File: config.mk
export PLATFORM = sky130hd
export DESIGN_NAME = lru_cache_table
export DESIGN_NICKNAME = d
export VERILOG_FILES = /design/src/hw/rtl/lct_pkg.sv /design/src/hw/rtl/lru_cache_table.sv
export SDC_FILE = /design/constraint.sdc
export NUM_CORES = 2
export LEC_CHECK = 0
export BUFFER_PORTS_ARGS = -buffer_cell sky130_fd_sc_hd__buf_2
export CORE_MARGIN = 8
export CORE_UTILIZATION = 35
export CTS_CLUSTER_DIAMETER = 80
export DETAILED_ROUTE_END_ITERATION = 10
export PLACE_DENSITY = 0.59
export SETUP_SLACK_MARGIN = 0.15
export SYNTH_ARGS = -nofsm -noshare
export SYNTH_HDL_FRONTEND = slang
export SYNTH_SLANG_ARGS = --single-unit
File: constraint.sdc
create_clock -name aclk -period 7.4 [get_ports aclk]
set_clock_uncertainty 0.15 [all_clocks]
set_input_delay 0.37 -clock aclk [delete_from_list [all_inputs] [get_ports aclk]]
set_output_delay 0.37 -clock aclk [all_outputs]
set_load 0.005 [all_outputs]
File: src/hw/rtl/lct_pkg.sv
`timescale 1ns / 1ps

package lct_pkg;

    localparam int ENTRIES_DEFAULT    = 16;
    localparam int KEY_BITS_DEFAULT   = 32;
    localparam int VALUE_BITS_DEFAULT = 32;

    localparam int CAP_BITS   = 5;
    localparam int KIND_BITS  = 2;
    localparam int COUNT_BITS = 32;

    localparam logic [CAP_BITS-1:0] CAP_RESET = CAP_BITS'(16);

    typedef enum logic [KIND_BITS-1:0] {
        KIND_LOOKUP = 2'd0,
        KIND_INSERT = 2'd1,
        KIND_CLEAR  = 2'd2
    } kind_t;

endpackage

File: src/hw/rtl/lru_cache_table.sv
`timescale 1ns / 1ps

// Channel   Direction  tuser               tdata (lowest bits first)
// s_        in         kind                key, write_value
// m_        out        hit                 read_value, occupancy, hit_count, miss_count
// cfg_      in         -                   capacity_in_use (cfg_wdata, written when cfg_we)
//
// One transaction per cycle is taken and one result per cycle is delivered while the
// result is not stalled. A request passes through the input stage and then the result
// register; the parallel tag compare and age update between them are combinational.
// Reset clears valid bits, ages, occupancy and both counters at once; no clearing pass.
// A stalled result holds the result register, and the input stage then holds one request.
module lru_cache_table #(
    parameter int ENTRIES    = lct_pkg::ENTRIES_DEFAULT,
    parameter int KEY_BITS   = lct_pkg::KEY_BITS_DEFAULT,
    parameter int VALUE_BITS = lct_pkg::VALUE_BITS_DEFAULT,
    localparam int OCC_W     = $clog2(ENTRIES + 1),
    localparam int S_TDATA_W = ((KEY_BITS + VALUE_BITS + 7) / 8) * 8,
    localparam int M_TDATA_W = ((VALUE_BITS + OCC_W + 2 * lct_pkg::COUNT_BITS + 7) / 8) * 8
) (
    input  logic                          aclk,
    input  logic                          aresetn,
    input  logic                          cfg_we,
    input  logic [lct_pkg::CAP_BITS-1:0]  cfg_wdata,
    input  logic                          s_tvalid,
    output logic                          s_tready,
    input  logic [S_TDATA_W-1:0]          s_tdata,   // key, write_value
    input  logic [lct_pkg::KIND_BITS-1:0] s_tuser,   // kind
    output logic                          m_tvalid,
    input  logic                          m_tready,
    output logic [M_TDATA_W-1:0]          m_tdata,   // read_value, occupancy, hit_count,
                                                     // miss_count
    output logic                          m_tuser    // hit
);
    import lct_pkg::*;

    localparam int AGE_W = $clog2(ENTRIES);
    localparam int CMP_W = (OCC_W > CAP_BITS) ? OCC_W : CAP_BITS;

    // Table state
    logic [ENTRIES-1:0]    valid_reg, valid_next;
    logic [KEY_BITS-1:0]   key_reg   [ENTRIES];
    logic [VALUE_BITS-1:0] value_reg [ENTRIES];
    logic [AGE_W-1:0]      age_reg   [ENTRIES];
    logic [AGE_W-1:0]      age_next  [ENTRIES];
    logic [OCC_W-1:0]      count_reg, count_next;
    logic [COUNT_BITS-1:0] hit_cnt_reg, hit_cnt_next;
    logic [COUNT_BITS-1:0] miss_cnt_reg, miss_cnt_next;
    logic [CAP_BITS-1:0]   cap_reg;

    // Input stage
    logic                  stg_valid_reg;
    logic [KIND_BITS-1:0]  stg_kind_reg;
    logic [KEY_BITS-1:0]   stg_key_reg;
    logic [VALUE_BITS-1:0] stg_value_reg;

    // Result register
    logic                  out_valid_reg;
    logic                  out_hit_reg, out_hit_next;
    logic [VALUE_BITS-1:0] out_read_reg, out_read_next;
    logic [OCC_W-1:0]      out_occ_reg;
    logic [COUNT_BITS-1:0] out_hits_reg, out_misses_reg;

    logic                  advance, do_item, s_accept;
    logic [ENTRIES-1:0]    match, victim, kept, free_slots, slot;
    logic [ENTRIES-1:0]    key_we, value_we;
    logic                  hit_any, full;
    logic [VALUE_BITS-1:0] hit_value;
    logic [AGE_W-1:0]      hit_age, oldest_age;
    logic [CMP_W-1:0]      cap_ext, cap_eff;

    assign advance  = !out_valid_reg || m_tready;
    assign do_item  = stg_valid_reg && advance;
    assign s_tready = !stg_valid_reg || advance;
    assign s_accept = s_tvalid && s_tready;

    always_comb begin
        cap_ext = CMP_W'(cap_reg);
        if (cap_ext == '0) begin
            cap_eff = CMP_W'(1);
        end else if (cap_ext > CMP_W'(ENTRIES)) begin
            cap_eff = CMP_W'(ENTRIES);
        end else begin
            cap_eff = cap_ext;
        end
        full = CMP_W'(count_reg) >= cap_eff;
    end

    // Valid entries always carry the distinct ages 0 .. count-1, so the least
    // recent one is simply the entry whose age equals count-1.
    always_comb begin
        oldest_age = AGE_W'(count_reg - 1'b1);
        hit_value  = '0;
        hit_age    = '0;
        for (int i = 0; i < ENTRIES; i++) begin
            match[i]  = valid_reg[i] && (key_reg[i] == stg_key_reg);
            victim[i] = valid_reg[i] && (age_reg[i] == oldest_age);
            hit_value = hit_value | (match[i] ? value_reg[i] : '0);
            hit_age   = hit_age | (match[i] ? age_reg[i] : '0);
        end
        hit_any    = |match;
        kept       = full ? (valid_reg & ~victim) : valid_reg;
        free_slots = ~kept;
        slot       = free_slots & (~free_slots + 1'b1);
    end

    always_comb begin
        valid_next    = valid_reg;
        age_next      = age_reg;
        count_next    = count_reg;
        hit_cnt_next  = hit_cnt_reg;
        miss_cnt_next = miss_cnt_reg;
        key_we        = '0;
        value_we      = '0;
        if (do_item) begin
            case (kind_t'(stg_kind_reg))
                KIND_LOOKUP, KIND_INSERT: begin
                    if (hit_any) begin
                        for (int i = 0; i < ENTRIES; i++) begin
                            if (match[i]) begin
                                age_next[i] = '0;
                            end else if (valid_reg[i] && (age_reg[i] < hit_age)) begin
                                age_next[i] = age_reg[i] + 1'b1;
                            end
                        end
                        if (kind_t'(stg_kind_reg) == KIND_LOOKUP) begin
                            if (hit_cnt_reg != '1) begin
                                hit_cnt_next = hit_cnt_reg + 1'b1;
                            end
                        end else begin
                            value_we = match;
                        end
                    end else if (kind_t'(stg_kind_reg) == KIND_LOOKUP) begin
                        if (miss_cnt_reg != '1) begin
                            miss_cnt_next = miss_cnt_reg + 1'b1;
                        end
                    end else begin
                        for (int i = 0; i < ENTRIES; i++) begin
                            if (kept[i]) begin
                                age_next[i] = age_reg[i] + 1'b1;
                            end else begin
                                age_next[i] = '0;
                            end
                        end
                        valid_next = kept | slot;
                        key_we     = slot;
                        value_we   = slot;
                        count_next = count_reg + 1'b1 - OCC_W'(full);
                    end
                end
                KIND_CLEAR: begin
                    hit_cnt_next  = '0;
                    miss_cnt_next = '0;
                end
                default: begin
                end
            endcase
        end
    end

    always_comb begin
        out_hit_next  = hit_any && (stg_kind_reg inside {KIND_LOOKUP, KIND_INSERT});
        out_read_next = (hit_any && (kind_t'(stg_kind_reg) == KIND_LOOKUP)) ? hit_value : '0;
    end

    always_ff @(posedge aclk) begin
        if (!aresetn) begin
            valid_reg     <= '0;
            count_reg     <= '0;
            hit_cnt_reg   <= '0;
            miss_cnt_reg  <= '0;
            cap_reg       <= CAP_RESET;
            stg_valid_reg <= 1'b0;
            out_valid_reg <= 1'b0;
            for (int i = 0; i < ENTRIES; i++) begin
                age_reg[i] <= '0;
            end
        end else begin
            valid_reg    <= valid_next;
            count_reg    <= count_next;
            hit_cnt_reg  <= hit_cnt_next;
            miss_cnt_reg <= miss_cnt_next;
            age_reg      <= age_next;
            if (cfg_we) begin
                cap_reg <= cfg_wdata;
            end
            if (s_accept) begin
                stg_valid_reg <= 1'b1;
            end else if (do_item) begin
                stg_valid_reg <= 1'b0;
            end
            if (do_item) begin
                out_valid_reg <= 1'b1;
            end else if (m_tready) begin
                out_valid_reg <= 1'b0;
            end
        end
    end

    always_ff @(posedge aclk) begin
        for (int i = 0; i < ENTRIES; i++) begin
            if (key_we[i]) begin
                key_reg[i] <= stg_key_reg;
            end
            if (value_we[i]) begin
                value_reg[i] <= stg_value_reg;
            end
        end
        if (s_accept) begin
            stg_kind_reg  <= s_tuser;
            stg_key_reg   <= s_tdata[KEY_BITS-1:0];
            stg_value_reg <= s_tdata[KEY_BITS +: VALUE_BITS];
        end
        if (do_item) begin
            out_hit_reg    <= out_hit_next;
            out_read_reg   <= out_read_next;
            out_occ_reg    <= count_next;
            out_hits_reg   <= hit_cnt_next;
            out_misses_reg <= miss_cnt_next;
        end
    end

    assign m_tvalid = out_valid_reg;
    assign m_tuser  = out_hit_reg;
    assign m_tdata  = M_TDATA_W'({out_misses_reg, out_hits_reg, out_occ_reg, out_read_reg});

    a_count_matches_valid: assert property (@(posedge aclk) disable iff (!aresetn)
        $countones(valid_reg) == 32'(count_reg))
        else $error("occupancy does not match the number of valid entries");

    a_count_bounded: assert property (@(posedge aclk) disable iff (!aresetn)
        32'(count_reg) <= ENTRIES)
        else $error("occupancy exceeds the table depth");

    a_single_match: assert property (@(posedge aclk) disable iff (!aresetn)
        stg_valid_reg |-> $onehot0(match))
        else $error("a key matches more than one valid entry");

    a_blocked_stage: assert property (@(posedge aclk) disable iff (!aresetn)
        (stg_valid_reg && out_valid_reg && !m_tready) |-> !s_tready)
        else $error("input taken while the stage is held by a stalled result");

    a_insert_fills: assert property (@(posedge aclk) disable iff (!aresetn)
        (do_item && (kind_t'(stg_kind_reg) == KIND_INSERT) && !hit_any) |-> $onehot(slot))
        else $error("no free entry for a new key");

endmodule
==> results.toml <==
[clocking]
insertion_delay_ns = 0.82
clockBufferDepth = 3
clkTransAtPathRegs_ns = 0.06
cts_buffers = 150
cts_tree = "built"
root_buffer = "clkbuf_16"
cts.sinks = 1348
htree_levels = 4

[drt]
wl_mm = 170
drt_iter0_markers = 3741
ant_nets = 0
drc = 0
avgViaCountPerCell = 5.44
wl_per_cell_um = 25.8
drt-pass1-iter-count = 6
vias = 35800

[power]
power.total_w = 0.0166
power_density_mw_per_mm2 = 249
vdd.ir_drop.worst_mv = 0.236
leakage_nw = 21.1

[place]
dp_hpwl_mm = 104
port_buffers = 179
gp_congestion = 0.924
dp_cells = 6226

[sta]
tightest_slew_ns = 1.38
hold_violations = 0
min_period_ns = 6.25
relSlewSlack_pct = 7.98
fmax_mhz = 160
tns_ns = 0
rsz0062_at_grt = "no"
final.period_utilization_pct = 84.5
setup_viol = 0
drv_slew = 0

[cells_and_area]
drive_gt1_share_pct = 14.5
multi_input_area_mm2 = 0.0168
seqCellArea_mm2 = 0.0389
nNetsFinal = 4406
area_delta_synth_final_pct = 16.9
nFillCells = 14900
final-instance-count-excl-fill = 6581
fin_util_pct = 41.0

[floorplanning]
die-area_mm2 = 0.176
chipWidth_um = 419
io_pins = 183
core_mm2 = 0.162
die_y_um = 419
initial_core_util_pct = 35.1
rows = 148

[worst_hold_path]
hold_path.class = "input port to flip-flop"
hold_depth = 2

[setup_path]
cp-end-kind = "flip-flop"
worstSetupPathType = "flip-flop to flip-flop"
crit_fanout = 36
critPathRequiredTime_ns = 7.95
r2r_cells = 17
critPathLaunchType = "flip-flop"
cp.arrival_ns = 6.80

[synthesis]
syn-instance-count = 3945
yosys.area.top_type = "edfxtp_1"
synth_seq_area_share_pct = 68.3
syn-cell-area_mm2 = 0.0569
yosysWarnings = 0
synth.ff_latch_count = 1348
synth_cell_types = 98
synthTopCellsByCount = "edfxtp_1, xnor2_1, nand4_1"
synth_edf_count = 1192
async_flop_share_pct = 0
synth.top_cell.area_share_pct = 62.9
yosysMostFrequentCell = "edfxtp_1"
avgSynthCellArea_um2 = 14.4
synthTopCellsByArea = "edfxtp_1, xnor2_1, dfxtp_1"
ys.flop_type = "edfxtp_1"

[global_route]
grt_max_degree = 78
grt_pass1_wl_mm = 244
grt_pass1_vias = 34500
overflow = 0
grt_antenna_before_repair = 2
grtUsageTotal_pct = 18.7

[flow_run]
maxCapViolations = 0

[outcome]
outcome = "finished clean"
[routing by layer]
| metal | track usage [%] | wire (um) | vias up |
|---|---|---|---|
| met3 | 3.39 | 11600 | 277 |
| met5 | 0 | 0 | - |
| met2 | 30.4 | 80100 | 1409 |
| met1 | 25.6 | 73400 | 18200 |
| met4 | 5.59 | 4860 | 0 |
| li1 | - | - | 15900 |
[cell families after synthesis]
group / synth area share, %
fa+ha+maj: 1.21
buf+inv: 2.60
other cells: 0.00659
flops: 68.3
simple gates: 9.22
compound gates: 9.32
xor+xnor: 8.89
mux: 0.404
[placed cells by master, fill, tap and decap left out, types with 26 or more instances in the layout]
master,instances
dlygate4sd3_1,81
and3_1,72
nor4_1,30
nand3_1,90
nor3_1,50
buf_2,178
clkbuf_1,34
a221oi_1,96
o21ai_0,110
inv_1,65
xnor2_1,501
buf_4,127
a21oi_1,93
xor2_1,73
a31oi_1,50
ha_1,46
o21a_1,28
nand2b_1,26
clkbuf_16,152
edfxtp_1,1192
o31ai_1,30
dfxtp_1,156
nor2_1,118
nand2_1,129
and2_1,78
a22oi_1,82
nand4_1,203
a22o_1,100
[metrics by stage]
stage	hold slack (ns)	worst slack, ns	instance area [um2]
final	0.101	1.15	66600
after global routing	0.0705	0.875	66600
after CTS	0.0205	1.25	66600
after detailed placement	0.359	1.22	60700
after global placement	0.336	1.31	60700
after floorplan	0.311	0.214	57000
[final timing paths]
| path | slack, ns | start | end |
|---|---|---|---|
| setup / recovery | 1.15 | stg_key_reg[20] | age_reg[47] |
| hold / removal | 0.10 | s_tdata[63] | stg_value_reg[31] |
| setup reg to reg | 1.15 | stg_key_reg[20] | age_reg[47] |
| hold reg to reg | 0.38 | stg_valid_reg | m_tvalid |
[worst max-delay path, cell delays in order, from the launching register on]
cell and delay, ns:
edfxtp_1 1.26, buf_4 0.37, xnor2_1 0.13, nand4_1 0.13, nor4_1 0.74, and3_2 0.31, buf_4 0.63, a22o_1 0.27
a221oi_1 0.06, nand3_1 0.12, nor2_1 0.25, buf_4 0.29, ha_1 0.18, nand2b_1 0.15, a211oi_1 0.22, a21oi_1 0.20
or4_1 0.53, a21oi_1 0.16
[layout make-up]
cell class | count | share of cell area (%)
sequential | 1348 | 58.5
multi-input combinational | 2320 | 25.2
clock buffer | 192 | 6.03
timing repair buffer | 396 | 4.29
tap | 2175 | 4.09
clock inverter | 79 | 1.54
inverter | 68 | 0.391
antenna | 3 | 0.0113
[power breakdown]
part | internal (W) | switching [W]
Combinational | 0.000221 | 0.000360
Sequential | 0.00834 | 0.0000970
Clock | 0.00435 | 0.00319
Total | 0.0129 | 0.00365
[timing repair]
item | in CTS | in global routing
gates resized for setup | 0 | 0
setup buffers | 0 | 0
hold buffers | 81 | 0
hold endpoints to repair | 157 | 0
(Power assumes the default switching activity.)
